--- src/hvn_pkg.sv ---
`timescale 1ns / 1ps
`default_nettype none
// ----------------------------------------------------------------------------
// hvn_pkg: shared types and constants for the heightmap vertex normal block
// Grid limits, field widths, register indexes and the front-to-back item.
// ----------------------------------------------------------------------------
package hvn_pkg;

  localparam int MAX_ROW     = 1024;
  localparam int HEIGHT_BITS = 9;
  localparam int COL_W       = $clog2(MAX_ROW);
  localparam int LEN_W       = 11;
  localparam int STEP_W      = 7;
  localparam int CFG_DATA_W  = 11;
  localparam int CFG_IDX_W   = 1;
  // weighted sum of six heights (weights 1,1,2,2,1,1) fits in three more bits; four are used
  localparam int SUM_W       = HEIGHT_BITS + 4;
  localparam int PROD_W      = SUM_W + STEP_W + 1;
  localparam int NXZ_W       = 19;
  localparam int NY_W        = 16;
  localparam int MIN_LEN     = 3;

  localparam logic [COL_W-1:0] ROW_SAT = '1;

  localparam logic [CFG_IDX_W-1:0] CFG_STEP_SIZE  = 1'b0;
  localparam logic [CFG_IDX_W-1:0] CFG_ROW_LENGTH = 1'b1;

  localparam int FIFO_DEPTH = 4;
  localparam int FIFO_AW    = $clog2(FIFO_DEPTH);

  typedef logic signed [HEIGHT_BITS-1:0] height_t;

  // one height with the two heights above it, plus result tag and vertex column and row
  typedef struct packed {
    height_t          h;
    height_t          up1;
    height_t          up2;
    logic             emit;
    logic [COL_W-1:0] col;
    logic [COL_W-1:0] row;
  } hvn_item_t;

endpackage
`default_nettype wire

--- src/hvn_fifo.sv ---
`timescale 1ns / 1ps
`default_nettype none
// ----------------------------------------------------------------------------
// hvn_fifo: short item queue between front and back
// Small register queue; head entry is presented while not empty.
// ----------------------------------------------------------------------------
module hvn_fifo (
  input  wire logic               clk,
  input  wire logic               rst,
  input  wire logic               push_valid,
  output logic                    push_ready,
  input  wire hvn_pkg::hvn_item_t push_item,
  output logic                    pop_valid,
  input  wire logic               pop_ready,
  output hvn_pkg::hvn_item_t      pop_item
);
  import hvn_pkg::*;

  hvn_item_t           entries [FIFO_DEPTH];
  logic [FIFO_AW-1:0]  wr_ptr;
  logic [FIFO_AW-1:0]  rd_ptr;
  logic [FIFO_AW:0]    count;
  logic                do_push;
  logic                do_pop;

  assign push_ready = count != (FIFO_AW+1)'(FIFO_DEPTH);
  assign pop_valid  = count != '0;
  assign do_push    = push_valid && push_ready;
  assign do_pop     = pop_valid && pop_ready;
  assign pop_item   = entries[rd_ptr];

  always_ff @(posedge clk) begin
    if (rst) begin
      wr_ptr <= '0;
      rd_ptr <= '0;
      count  <= '0;
    end else begin
      if (do_push) begin
        wr_ptr <= wr_ptr + FIFO_AW'(1);
      end
      if (do_pop) begin
        rd_ptr <= rd_ptr + FIFO_AW'(1);
      end
      if (do_push && !do_pop) begin
        count <= count + (FIFO_AW+1)'(1);
      end else if (do_pop && !do_push) begin
        count <= count - (FIFO_AW+1)'(1);
      end
    end
  end

  always_ff @(posedge clk) begin
    if (do_push) begin
      entries[wr_ptr] <= push_item;
    end
  end

endmodule
`default_nettype wire

--- config.mk ---
export PLATFORM = sky130hd
export DESIGN_NAME = hvn_fifo
export DESIGN_NICKNAME = d
export VERILOG_FILES = /design/src/hvn_pkg.sv /design/src/hvn_fifo.sv
export SDC_FILE = /design/constraint.sdc
export NUM_CORES = 1
export LEC_CHECK = 0
export BUFFER_PORTS_ARGS = -buffer_cell sky130_fd_sc_hd__buf_4
export CAP_MARGIN = 20
export CORE_AREA = 2 2 169 88
export CTS_CLUSTER_SIZE = 10
export DETAILED_ROUTE_END_ITERATION = 6
export DIE_AREA = 0 0 171 90
export HOLD_SLACK_MARGIN = 0.15
export MAX_ROUTING_LAYER = met4
export PLACE_DENSITY_LB_ADDON = 0.08
export SKIP_CTS_REPAIR_TIMING = 1
export SLEW_MARGIN = 20
export SYNTH_ARGS = -nofsm -noshare
export SYNTH_HDL_FRONTEND = slang
export SYNTH_SLANG_ARGS = --single-unit
--- constraint.sdc ---
create_clock -name clk -period 3.55 [get_ports clk]
set_clock_uncertainty 0.15 [all_clocks]
set_input_delay 0.355 -clock clk [delete_from_list [all_inputs] [get_ports clk]]
set_output_delay 0.355 -clock clk [all_outputs]
set_load 0.03 [all_outputs]
==> results.toml <==
[cells_and_area]
area_growth_syn_to_layout_pct = 29.98
diodes = 0
nets = 528
drive_gt1_share_pct = 39.54
stdcell_count = 676

[clock_tree]
cts.sink_count = 201
h-tree-depth = 1
insertion_delay_ps = 490
cts_max_path_buffers = 3
clk_pin_slew_ps = 60
cts_buffers = 24
cts_root_buf = "clkbuf_16"
cts_tree = "built"

[routing]
antenna_left = 0
drt_iter0_markers = 257
drc = 0
wl_per_cell_um = 20.04
via_count = 3535
drt_wl_total_um = 13550
drtPass1Iterations = 6
vias_per_cell = 5.229

[synth]
synthArstFlopShare_pct = 0
ys_seq_area_share_pct = 80.53
synth-adder-area-share_pct = 1.118
yosys_register_bits = 201
synth_flop_cell = "edfxtp_1"
synth_nets = 356
ys_warn_count = 0
syn_area_per_cell_um2 = 24.78
yosys.area_share.simple_pct = 1.135
synth_compound_area_share_pct = 0.5084
synth_edf_count = 192
synthCells = 298
synthMuxAreaShare_pct = 15.07
synth_top_family_by_area = "multiplexers"
synth-xor-area-share_pct = 0.4745
yosysUniqueCellTypes = 23
netlist_area_mm2 = 0.007383

[critical_path]
cp.arrival_ps = 2250
worstSetupPathType = "flop to primary output"
crit_fanout = 25
crit_path_start_kind = "flop"
r2r_slack_ps = 1170
r2r_cells = 8
r2r-end = "count[2]"
r2r-start = "count[0]"
worstPathRequired_ps = 3040
endpoint_kind = "primary output"

[sta]
rsz0062_at_grt = "no"
period_needed_ps = 2757
worst_slew_pin_slew_ps = 816.5
finalCritPeriodShare_pct = 77.65
max_slew_margin_pct = 45.57
hold_violations = 0
setup_viol = 0
fin_setup_tns_ps = 0
report.final.slew_viol_count = 0
fmax_mhz = 362.8

[hold_path]
hold_path.class = "primary input to flop"
min_to = "wr_ptr[1]"
min_from = "push_valid"
hold_depth = 3

[placed_design]
placed_cells = 592
gp_congestion = 0.7328
dp_hpwl_um = 7656
portBuffers = 101

[floorplanning]
die_area_mm2 = 0.01539
ioPinCount = 102
fp.dieW_um = 171
core_region_area_mm2 = 0.01404
die_y_um = 90
rows = 31
start_util_pct = 52.58

[grt]
grt.total_usage_pct = 17.95
grt_pass1_wl_um = 19820
grt_overflow_total = 0
antenna_found_initial = 0
grt_pass1_vias = 3468
grt_start_max_net_pins = 49

[power]
clockPowerShare_pct = 29.2
ir_worst_vdd_uv = 447.9
power.density_mw_per_mm2 = 748.4
leakage_uw = 0.003287
switching_power_uw = 2117
switching_share_pct = 29.48
pwr-share-comb_pct = 28.2
intPower_uw = 5065
p_seq_share_pct = 42.6

[run]
drv_cap = 0

[run_status]
status = "finished clean"
==> synth_stat cells, types with 2 or more instances <==
cell type / number / area, um2
and2_1: 4 / 25.02
buf_6: 3 / 33.78
mux2i_1: 2 / 20.02
ha_1: 5 / 62.56
buf_4: 2 / 15.01
nor2_1: 8 / 30.03
buf_2: 3 / 15.01
inv_1: 3 / 11.26
xor2_1: 4 / 35.03
dfxtp_1: 9 / 180.2
mux4_2: 48 / 1081
clkbuf_1: 3 / 11.26
or3_1: 2 / 12.51
nand2b_1: 2 / 12.51
edfxtp_1: 192 / 5766
==> routing by layer <==
metal  vias to the layer above  GRT usage [%]  part of all wire (%)
met5                         -              -                     0
met4                         0          4.096                   1.7
met3                        26          5.328                   5.7
met2                       111          24.56                    44
met1                      1794          27.01                    48
li1                       1604              -                     -
==> power groups by stage <==
stage          Combinational [uW]  Clock [uW]  Sequential (uW)
3_5_place_dp                 2000           0             3120
6_report                     2030        2090             3060
5_1_grt                      2140        2240             3100
4_1_cts                      2000        2150             3070
3_3_place_gp                 1990           0             3110
2_1_floorplan                1420           0             2990
==> area by class of cell <==
class                           count  area (um2)
Clock buffer                       33       655.6
Clock inverter                      1       8.758
Fill cell                         901        4444
Inverter                            3       11.26
Multi-Input combinational cell     83        1356
Sequential cell                   201        5951
Tap cell                          198       247.7
Timing Repair Buffer              157        1366
==> critical path: stages, from the launching register on <==
cell,delay [ps]
dfxtp_4,690
buf_12,310
mux4_2,550
buf_4,190
==> how the worst max path moves through the flow <==
stage	from	to	slack, ps	depth (start not counted)
2_1_floorplan	count[0]	entries[0][0]	1040	3
3_3_place_gp	count[0]	entries[3][15]	1210	4
3_5_place_dp	count[0]	count[2]	1170	8
4_1_cts	flop	pop_item[32]	720	3
5_1_grt	flop	pop_item[32]	630	3
6_report	flop	pop_item[6]	790	3
==> registers in the layout, summed over array words and instances, names as in the netlist, named ones only <==
name and count:
count 3, entries 192, rd_ptr 2, wr_ptr 2
==> stage by stage <==
step	total power, uW	area (um2)	hold slack, ps	setup WS [ps]	utilization [%]
after floorplan	4414	7383	303.9	1038	-
after global placement	5100	8432	356.9	1210	60.05
after detailed placement	5115	8432	366.8	1172	60.05
after CTS	7222	9096	-112.8	717.2	64.78
after global routing	7482	9597	169.0	632.8	68.35
final	7183	9597	175.5	793.3	68.35
==> kinds of logic after synthesis <==
family          after synthesis
compound gates                5
xor+xnor                      4
flops                       201
simple gates                 17
buf+inv                      14
mux                          51
fa+ha+maj                     6
==> cells in the final DEF, fill, tap and decap left out <==
| cell | Yosys | routed |
|---|---|---|
| and2_2 | 0 | 4 |
| dlygate4sd3_1 | 0 | 50 |
| dfxtp_4 | 0 | 1 |
| buf_4 | 2 | 102 |
| o31ai_1 | 1 | 1 |
| mux4_2 | 48 | 48 |
| dfxtp_1 | 9 | 7 |
| clkbuf_16 | 0 | 25 |
| clkbuf_1 | 3 | 8 |
| mux2_2 | 1 | 1 |
| nand2_1 | 1 | 1 |
| a21boi_2 | 1 | 1 |
| a21oi_1 | 1 | 1 |
| o21ai_0 | 1 | 1 |
| inv_6 | 0 | 1 |
| nor2_1 | 8 | 8 |
| buf_12 | 0 | 5 |
| nand2b_1 | 2 | 2 |
| or3_1 | 2 | 2 |
| inv_1 | 3 | 3 |
| xor2_1 | 4 | 4 |
| edfxtp_1 | 192 | 192 |
| fa_1 | 1 | 1 |
| o311ai_0 | 1 | 1 |
| ha_1 | 5 | 5 |
| dfxtp_2 | 0 | 1 |
| mux2i_1 | 2 | 2 |
Power figures use the tool's default switching activity.
