### config.mk
export PLATFORM = sky130hd
export DESIGN_NAME = hvn_back
export DESIGN_NICKNAME = d
export VERILOG_FILES = /design/src/hvn_pkg.sv /design/src/hvn_back.sv
export SDC_FILE = /design/constraint.sdc
export NUM_CORES = 1
export LEC_CHECK = 0
export BUFFER_PORTS_ARGS = -buffer_cell sky130_fd_sc_hd__buf_2
export CORE_MARGIN = 2
export CORE_UTILIZATION = 51
export DETAILED_ROUTE_END_ITERATION = 16
export PLACE_DENSITY = 0.7
export SYNTH_ARGS = -nofsm -noshare
export SYNTH_HDL_FRONTEND = slang
export SYNTH_SLANG_ARGS = --single-unit
### constraint.sdc
create_clock -name clk -period 14.7 [get_ports clk]
set_clock_uncertainty 0.1 [all_clocks]
set_input_delay 1.47 -clock clk [delete_from_list [all_inputs] [get_ports clk]]
set_output_delay 1.47 -clock clk [all_outputs]
set_load 0.02 [all_outputs]
### src/hvn_pkg.sv
`timescale 1ns / 1ps
`default_nettype none
// ----------------------------------------------------------------------------
// hvn_pkg: shared types and constants for the heightmap vertex normal block
// Grid limits, field widths, register indexes and the front-to-back item.
// ----------------------------------------------------------------------------
package hvn_pkg;

  localparam int MAX_ROW     = 1024;
  localparam int HEIGHT_BITS = 9;
  localparam int COL_W       = $clog2(MAX_ROW);
  localparam int LEN_W       = 11;
  localparam int STEP_W      = 7;
  localparam int CFG_DATA_W  = 11;
  localparam int CFG_IDX_W   = 1;
  // weighted sum of six heights (weights 1,1,2,2,1,1) fits in three more bits; four are used
  localparam int SUM_W       = HEIGHT_BITS + 4;
  localparam int PROD_W      = SUM_W + STEP_W + 1;
  localparam int NXZ_W       = 19;
  localparam int NY_W        = 16;
  localparam int MIN_LEN     = 3;

  localparam logic [COL_W-1:0] ROW_SAT = '1;

  localparam logic [CFG_IDX_W-1:0] CFG_STEP_SIZE  = 1'b0;
  localparam logic [CFG_IDX_W-1:0] CFG_ROW_LENGTH = 1'b1;

  localparam int FIFO_DEPTH = 4;
  localparam int FIFO_AW    = $clog2(FIFO_DEPTH);

  typedef logic signed [HEIGHT_BITS-1:0] height_t;

  // one height with the two heights above it, plus result tag and vertex column and row
  typedef struct packed {
    height_t          h;
    height_t          up1;
    height_t          up2;
    logic             emit;
    logic [COL_W-1:0] col;
    logic [COL_W-1:0] row;
  } hvn_item_t;

endpackage
`default_nettype wire

### src/hvn_back.sv
`timescale 1ns / 1ps
`default_nettype none
// ----------------------------------------------------------------------------
// hvn_back: window and normal arithmetic
// Shifts the 3x3 window, forms the weighted height sums, scales by step.
// ----------------------------------------------------------------------------
module hvn_back (
  input  wire logic                          clk,
  input  wire logic                          rst,
  input  wire logic                          pop_valid,
  output logic                               pop_ready,
  input  wire hvn_pkg::hvn_item_t            pop_item,
  input  wire logic [hvn_pkg::STEP_W-1:0]    step_size,
  output logic                               out_valid,
  input  wire logic                          out_stall,
  output logic signed [hvn_pkg::NXZ_W-1:0]   normal_x,
  output logic signed [hvn_pkg::NY_W-1:0]    normal_y,
  output logic signed [hvn_pkg::NXZ_W-1:0]   normal_z,
  output logic [hvn_pkg::COL_W-1:0]          vertex_col,
  output logic [hvn_pkg::COL_W-1:0]          vertex_row
);
  import hvn_pkg::*;

  // win[r][c]: row 0 two rows back, column 0 two columns back
  height_t win [3][3];

  logic             adv;
  logic             pop;
  logic             v1;
  logic [COL_W-1:0] c1;
  logic [COL_W-1:0] r1;
  logic             v2;
  logic signed [SUM_W-1:0] sx2;
  logic signed [SUM_W-1:0] sz2;
  logic [COL_W-1:0] c2;
  logic [COL_W-1:0] r2;

  logic signed [SUM_W-1:0] e00, e01, e10, e11, e12, e21, e22;
  logic signed [SUM_W-1:0] sx;
  logic signed [SUM_W-1:0] sz;
  logic signed [STEP_W:0]  step_sg;
  logic signed [PROD_W-1:0] px;
  logic signed [PROD_W-1:0] pz;

  assign adv       = !out_valid || !out_stall;
  assign pop_ready = adv;
  assign pop       = pop_valid && adv;

  assign e00 = SUM_W'(win[0][0]);
  assign e01 = SUM_W'(win[0][1]);
  assign e10 = SUM_W'(win[1][0]);
  assign e11 = SUM_W'(win[1][1]);
  assign e12 = SUM_W'(win[1][2]);
  assign e21 = SUM_W'(win[2][1]);
  assign e22 = SUM_W'(win[2][2]);

  // six-face sums collapse to these; the y terms cancel exactly
  assign sx = e00 - e01 - (e10 <<< 1) + (e11 <<< 1) + e21 - e22;
  assign sz = e22 - e12 + (e01 <<< 1) - e00 + e10 - (e11 <<< 1);

  assign step_sg = $signed({1'b0, step_size});
  assign px      = sx2 * step_sg;
  assign pz      = sz2 * step_sg;

  always_ff @(posedge clk) begin
    if (rst) begin
      v1        <= 1'b0;
      v2        <= 1'b0;
      out_valid <= 1'b0;
      for (int r = 0; r < 3; r++) begin
        for (int c = 0; c < 3; c++) begin
          win[r][c] <= '0;
        end
      end
    end else if (adv) begin
      v1        <= pop && pop_item.emit;
      v2        <= v1;
      out_valid <= v2;
      if (pop) begin
        for (int r = 0; r < 3; r++) begin
          win[r][0] <= win[r][1];
          win[r][1] <= win[r][2];
        end
        win[0][2] <= pop_item.up2;
        win[1][2] <= pop_item.up1;
        win[2][2] <= pop_item.h;
      end
    end
  end

  always_ff @(posedge clk) begin
    if (adv) begin
      if (pop) begin
        c1 <= pop_item.col;
        r1 <= pop_item.row;
      end
      sx2        <= sx;
      sz2        <= sz;
      c2         <= c1;
      r2         <= r1;
      normal_x   <= px[NXZ_W-1:0];
      normal_z   <= pz[NXZ_W-1:0];
      vertex_col <= c2;
      vertex_row <= r2;
    end
  end

  assign normal_y = '0;

endmodule
`default_nettype wire

==> results of run 1 <==
-- cell usage after synthesis, types with 2 or more instances --
cell / number / area (µm²)
xnor2_1: 39 / 342
nor4b_1: 2 / 17.5
fa_1: 211 / 4220
nor2_1: 28 / 105
dfxtp_1: 3 / 60.1
o41ai_2: 2 / 32.5
a211o_1: 2 / 17.5
xor2_1: 16 / 140
a21oi_2: 2 / 17.5
o21ai_1: 4 / 20.0
a2111o_1: 4 / 45.0
o2111a_1: 2 / 22.5
ha_1: 105 / 1310
and3_1: 3 / 18.8
and2_1: 171 / 1070
clkbuf_1: 26 / 97.6
a211oi_1: 9 / 67.6
o31a_1: 2 / 17.5
mux2i_1: 2 / 20.0
nand2_1: 78 / 293
nor3_1: 37 / 185
buf_4: 16 / 120
a21o_1: 15 / 113
a2111oi_0: 2 / 17.5
or3_1: 2 / 12.5
nand3_1: 6 / 30.0
o21a_1: 10 / 75.1
o2111ai_1: 2 / 17.5
a31oi_1: 2 / 12.5
buf_1: 2 / 7.51
a21oi_1: 36 / 180
o21bai_1: 6 / 45.0
edfxtp_1: 196 / 5890
nor2b_1: 8 / 50.1
o211ai_1: 3 / 22.5
o21ai_0: 16 / 80.1
inv_1: 337 / 1260
nand2b_1: 7 / 43.8
-- cells by family (layout without fill, tap and decap cells) --
kind of cell | Yosys count | in the layout | share of synthesized area [%]
buf+inv | 381 | 489 | 9.18
flops | 199 | 199 | 36.6
xor+xnor | 55 | 55 | 2.97
compound gates | 128 | 128 | 5.51
fa+ha+maj | 316 | 316 | 34.1
simple gates | 346 | 346 | 11.4
mux | 2 | 2 | 0.123
other cells | 1 | 16 | 0.0231
-- routing by layer --
layer	GRT usage, %	vias to the layer above	wire [µm]
li1	-	4692	-
met1	24.1	4736	12900
met2	31.9	187	14100
met3	2.53	21	980
met4	5.29	0	392
met5	0	-	0
-- area by class of cell --
type | count | area share [%]
Clock inverter | 15 | 0.887
Inverter | 337 | 7.12
Clock buffer | 17 | 2.39
Timing Repair Buffer | 120 | 3.41
Multi-Input combinational cell | 863 | 49.9
Sequential cell | 199 | 33.5
Tap cell | 402 | 2.83
-- per-stage QoR --
stage,worst slack (ps),utilization [%],hold WS [ps],instance area [µm²],instances
2_1_floorplan,7820,-,300,16300,1443
3_3_place_gp,8730,54.6,300,17200,1921
3_5_place_dp,8670,54.6,305,17200,1921
4_1_cts,9140,56.4,317,17800,1953
5_1_grt,8920,56.4,326,17800,1953
6_report,9120,56.4,316,17800,1953
-- final timing paths --
kind	slack (ps)	cells after the start	end	startpoint
max reg2reg	10040	14	normal_x[14]$_DFFE_PN_	sx2[7]$_DFFE_PN_
min	320	0	vertex_col[0]$_DFFE_PN_	c2[0]$_DFFE_PN_
min reg2reg	320	0	vertex_col[0]$_DFFE_PN_	c2[0]$_DFFE_PN_
max	9120	16	normal_x[18]$_DFFE_PN_	step_size[2]
-- layout by cell type, fill, tap and decap left out, types with 16 or more instances in the layout --
master / Yosys / routed
ha_1: 105 / 105
nand2_1: 78 / 77
xor2_1: 16 / 16
nor3_1: 37 / 37
inv_1: 337 / 337
xnor2_1: 39 / 39
fa_1: 211 / 211
buf_2: 0 / 118
a21oi_1: 36 / 36
clkbuf_16: 0 / 17
edfxtp_1: 196 / 196
conb_1: 1 / 16
o21ai_0: 16 / 16
nor2_1: 28 / 27
and2_1: 171 / 171
-- registers in the layout (all words and copies together) (netlist names), 13 cells and up --
| name | cells |
|---|---|
| normal_x | 19 |
| normal_z | 19 |
| sz2 | 13 |
| sx2 | 13 |
| win | 72 |
-- critical path: stages --
cell and delay (ps):
buf_2 420, nand2_1 230, inv_1 130, fa_1 460, fa_1 540, fa_1 500
inv_1 50, fa_1 480, inv_1 50, ha_1 340, o21a_1 130, o21ai_0 220
o21ai_0 130, a21oi_1 230, o21ai_0 160, xnor2_1 140
==> impl_metrics.py, run 1 <==
metrics = {
    "status": {
        "run_status": "finished, final reports clean",
    },
    "synthesis": {
        "synth_edf_count": 196,
        "yosysWarnings": 0,
        "synthCells": 1428,
        "syn_area_per_cell_um2": 11.4,
        "synth-seq-area-share_pct": 36.6,
        "synth_cell_types": 52,
        "synthFlopType": "edfxtp_1",
        "synth_seq_cells": 199,
        "synthArstFlopShare_pct": 0,
        "syn_area_um2": 16200,
    },
    "finish": {
        "nets": 1913,
        "area_delta_synth_final_pct": 9.49,
        "multiInputGateArea_um2": 8860,
        "seqCellArea_um2": 5950,
        "fillCellCount": 2694,
        "drive_above_1_share_pct": 10.4,
        "diodes": 0,
    },
    "flow_run": {
        "drv_cap": 0,
    },
    "clock_tree": {
        "cts_inserted_buffers": 17,
        "cts_tree": "built",
        "cts_resized": 0,
        "cts-root-buf": "clkbuf_16",
        "post-cts-setup-buffer-count": 0,
        "htree_levels": 4,
        "clkSlewWorstSetupHoldPaths_ps": 80,
        "cts_buffer_depth": 2,
        "clock_latency_ps": 470,
        "holdBufCountCts": 0,
        "clkSinkCount": 199,
    },
    "detailed_routing": {
        "wire_per_inst_um": 14.5,
        "drc": 0,
        "via_per_inst": 4.93,
        "drt_iter0_markers": 466,
        "drt-total-wl_um": 28300,
        "ant_nets": 0,
        "drt-pass1-iter-count": 5,
        "via_count": 9636,
    },
    "worst_setup_path": {
        "cp.arrival_ps": 5690,
        "cp_max_fo": 26,
        "cp-start-kind": "primary input",
        "critPathKind": "in -> reg",
        "required_ps": 14800,
        "endpoint_kind": "flip-flop",
    },
    "floorplan": {
        "fp.dieW_um": 182,
        "start_util_pct": 51.5,
        "rows": 65,
        "io_pins": 135,
        "dieArea_um2": 33300,
        "dieHeight_um": 182,
        "core_um2": 31500,
    },
    "sta": {
        "setup_tns_ps": 0,
        "rsz0062_at_grt": "false",
        "min_period_ps": 5580,
        "maxSlewViolCount": 0,
        "setup_viol": 0,
        "fmax_mhz": 179,
        "final_hold_viol_count": 0,
        "worst_pin_slew_ps": 1090,
        "slew_headroom_pct": 27.5,
        "finalCritPeriodShare_pct": 38.0,
    },
    "global_routing": {
        "grt_pass1_vias": 10202,
        "grt_pass1_wl_um": 48500,
        "grt-ovfl-total": 0,
        "grt_max_degree": 73,
        "grt_use_total_pct": 18.3,
        "antenna_found_initial": 0,
    },
    "placed_design": {
        "dp_hpwl_um": 21800,
        "io_buffers": 118,
        "gp_congestion": 0.805,
    },
    "worst_hold_path": {
        "hp-class": "reg -> reg",
    },
}
Power of run 1 is left out: the tool's default activity adds up to more than one toggle a clock period on the data nets, which glitch-free logic cannot reach.
==> inputs of run 2 (changes only) <==
--- a/config.mk
+++ b/config.mk
@@ -5,11 +5,12 @@
 export SDC_FILE = /design/constraint.sdc
 export NUM_CORES = 1
 export LEC_CHECK = 0
+export ABC_AREA = 1
 export BUFFER_PORTS_ARGS = -buffer_cell sky130_fd_sc_hd__buf_2
 export CORE_MARGIN = 2
 export CORE_UTILIZATION = 51
 export DETAILED_ROUTE_END_ITERATION = 16
-export PLACE_DENSITY = 0.7
+export PLACE_DENSITY = 0.72
 export SYNTH_ARGS = -nofsm -noshare
 export SYNTH_HDL_FRONTEND = slang
 export SYNTH_SLANG_ARGS = --single-unit
==> constraint.sdc (replaced) <==
create_clock -name clk -period 4.6 [get_ports clk]
set_clock_uncertainty 0.1 [all_clocks]
set_input_delay 0.46 -clock clk [delete_from_list [all_inputs] [get_ports clk]]
set_output_delay 0.46 -clock clk [all_outputs]
set_load 0.02 [all_outputs]
==> run 2 against run 1 <==
Effect of this change: first-iteration DRC count grew 28%; die area grew 4.3%; cell count grew 23%; register-to-register slack lost 9800 ps; via count grew 16%; critical endpoint unchanged; highest routed layer unchanged.
==> impl_metrics.py, run 2 <==
metrics = {
    "synthesis": {
        "syn_area_um2": 16900,
        "synth_edf_count": 196,
        "synthCells": 1797,
        "synth_compound_area_share_pct": 2.48,
        "yosysMostFrequentCell": "inv_1",
        "synthFlopType": "edfxtp_1",
        "synthArstFlopShare_pct": 0,
        "synth_seq_cells": 199,
        "yosysWarnings": 0,
        "yosys.area_share.adder_pct": 32.7,
        "synthMuxAreaShare_pct": 0,
        "ys_top_cells_by_area": "edfxtp_1 (35%), fa_1 (25%), inv_1 (13%)",
        "synth_top_cell_area_share_pct": 34.8,
        "synth-seq-area-share_pct": 35.1,
        "synth_xor_area_share_pct": 2.12,
        "netlist_top_cells_count": "inv_1 (579), nand2_1 (347), fa_1 (211)",
        "synth_cell_types": 38,
        "synthSimpleGateAreaFrac_pct": 13.0,
        "synth_top_family_by_area": "adder cells",
        "syn_area_per_cell_um2": 9.42,
        "synth_top_area_cell": "edfxtp_1",
    },
    "placed_design": {
        "pre_cts_ws_ps": -43.8,
        "io_buffers": 118,
        "placed_area_um2": 18200,
        "gp_congestion": 0.854,
        "dp_hpwl_um": 24900,
    },
    "worst_setup_path": {
        "cp-start-kind": "flip-flop",
        "endpoint_kind": "flip-flop",
        "crit_path_frequent_cell": "inv_1",
        "cpLargestDelayFamily": "adder cells",
        "path_cells": "nand2_1 -> fa_1 -> inv_1 -> fa_1 -> fa_1 -> inv_1 -> fa_1 -> inv_1 -> ha_1 -> nand2_2 -> inv_1 -> a21oi_2 -> nand2_2 -> a21oi_2 -> inv_1 -> nand2_1 -> nand2_1",
        "slowest_stage": "edfxtp_1",
        "critPathKind": "reg -> reg",
        "required_ps": 4720,
        "crit_buf_inv": 5,
        "cp_max_fo": 7,
        "cp.arrival_ps": 4460,
        "critPathMaxStageDelay_ps": 570,
    },
    "finish": {
        "area_delta_synth_final_pct": 11.2,
        "mostFrequentLayoutCell": "inv_1",
        "layout_common_cells": "inv_1 (579), nand2_1 (345), fa_1 (211), edfxtp_1 (196), buf_2 (118)",
        "largest_reg_flops": 72,
        "reg_top3": "win: 72 flops, normal_x: 19 flops, normal_z: 19 flops",
        "nets": 2327,
        "drive_above_1_share_pct": 11.5,
        "top_register": "win",
        "final_cell_area_um2": 18800,
        "diodes": 0,
    },
    "sta": {
        "setup_viol": 0,
        "fmax_mhz": 231,
        "rsz0062_at_grt": "false",
        "finalCritPeriodShare_pct": 94.3,
        "worst_pin_slew_ps": 817,
        "fin_ws_ps": 263,
        "min_period_ps": 4340,
        "maxSlewViolCount": 0,
        "final_hold_viol_count": 0,
        "slew_headroom_pct": 45.5,
    },
    "flow_run": {
        "drv_cap": 0,
    },
    "global_routing": {
        "grt_pass1_vias": 11617,
        "grt_use_total_pct": 19.6,
        "grt-ovfl-total": 0,
        "antenna_found_initial": 0,
        "grt_pass1_wl_um": 53400,
        "grt_max_degree": 59,
    },
    "floorplan": {
        "start_util_pct": 51.9,
        "dieHeight_um": 186,
        "dieArea_um2": 34700,
        "core_um2": 32600,
        "io_pins": 135,
        "rows": 66,
        "fp.dieW_um": 186,
    },
    "worst_hold_path": {
        "hp-class": "in -> reg",
    },
    "clock_tree": {
        "post-cts-setup-buffer-count": 0,
        "cts_resized": 0,
        "holdBufCountCts": 0,
        "cts_inserted_buffers": 17,
        "cts-root-buf": "clkbuf_16",
        "clkSinkCount": 199,
        "clock_latency_ps": 460,
        "htree_levels": 4,
        "cts_buffer_depth": 2,
        "cts_tree": "built",
        "clkSlewWorstSetupHoldPaths_ps": 80,
    },
    "status": {
        "run_status": "finished, final reports clean",
    },
    "detailed_routing": {
        "via_count": 11173,
        "drt_iter0_markers": 596,
        "drc": 0,
        "drt-pass1-iter-count": 5,
        "drt-total-wl_um": 30800,
        "via_per_inst": 4.64,
        "ant_nets": 0,
        "wire_per_inst_um": 12.8,
    },
}
==> run 2: layout make-up <==
| cell class | count | area, µm² |
|---|---|---|
| fillers | 2867 | 13800 |
| flip-flops and latches | 199 | 5950 |
| inverters | 580 | 2180 |
| clock inverters | 14 | 179 |
| clock buffers | 18 | 429 |
| well taps | 442 | 553 |
| repair buffers | 166 | 963 |
| multi-input cells | 988 | 8590 |
==> run 2: path summary, 6_finish.rpt <==
kind	from	to	slack, ps	cells after the start
hold / removal	pop_item[11]	c1[1]$_DFFE_PP_	70	1
setup reg to reg	sx2[6]$_DFFE_PN_	normal_x[18]$_DFFE_PN_	260	17
setup / recovery	sx2[6]$_DFFE_PN_	normal_x[18]$_DFFE_PN_	260	17
hold reg to reg	c2[5]$_DFFE_PN_	vertex_col[5]$_DFFE_PN_	320	0
==> run 2: logic make-up (layout without fill, tap and decap cells) <==
kind of cell,Yosys count,in the layout
other cells,1,16
buf+inv,625,778
xor+xnor,41,41
flops,199,199
simple gates,542,542
fa+ha+maj,316,316
compound gates,73,73
==> run 2: worst reg2reg max path, delay by kind of cell, from the launching register on <==
kind / cells / cell delay, ps
AND/OR/NAND/NOR: 5 / 480
buffers and inverters: 5 / 250
AO/OA/AOI/OAI: 2 / 380
adder cells (fa/ha/maj): 5 / 2320
flip-flops: 1 / 570
==> run 2: stage by stage <==
stage	utilization [%]	hold WS (ps)	setup TNS, ps	std cells
6_report	57.7	72.2	0	2407
5_1_grt	57.7	46.2	0	2407
3_5_place_dp	55.9	305	-70.1	2375
2_1_floorplan	-	300	0	1812
4_1_cts	57.7	49.2	0	2407
3_3_place_gp	55.9	301	0	2375
==> run 2: layer usage <==
layer  global-route usage, %  up-vias  part of all wire, %
met5                       0        -                    0
met4                    5.92        0                  1.7
met3                    3.02       38                  4.5
met2                    34.0      233                   49
met1                    25.5     5345                   44
li1                        -     5557                    -
Power of run 2 is left out for the same reason.
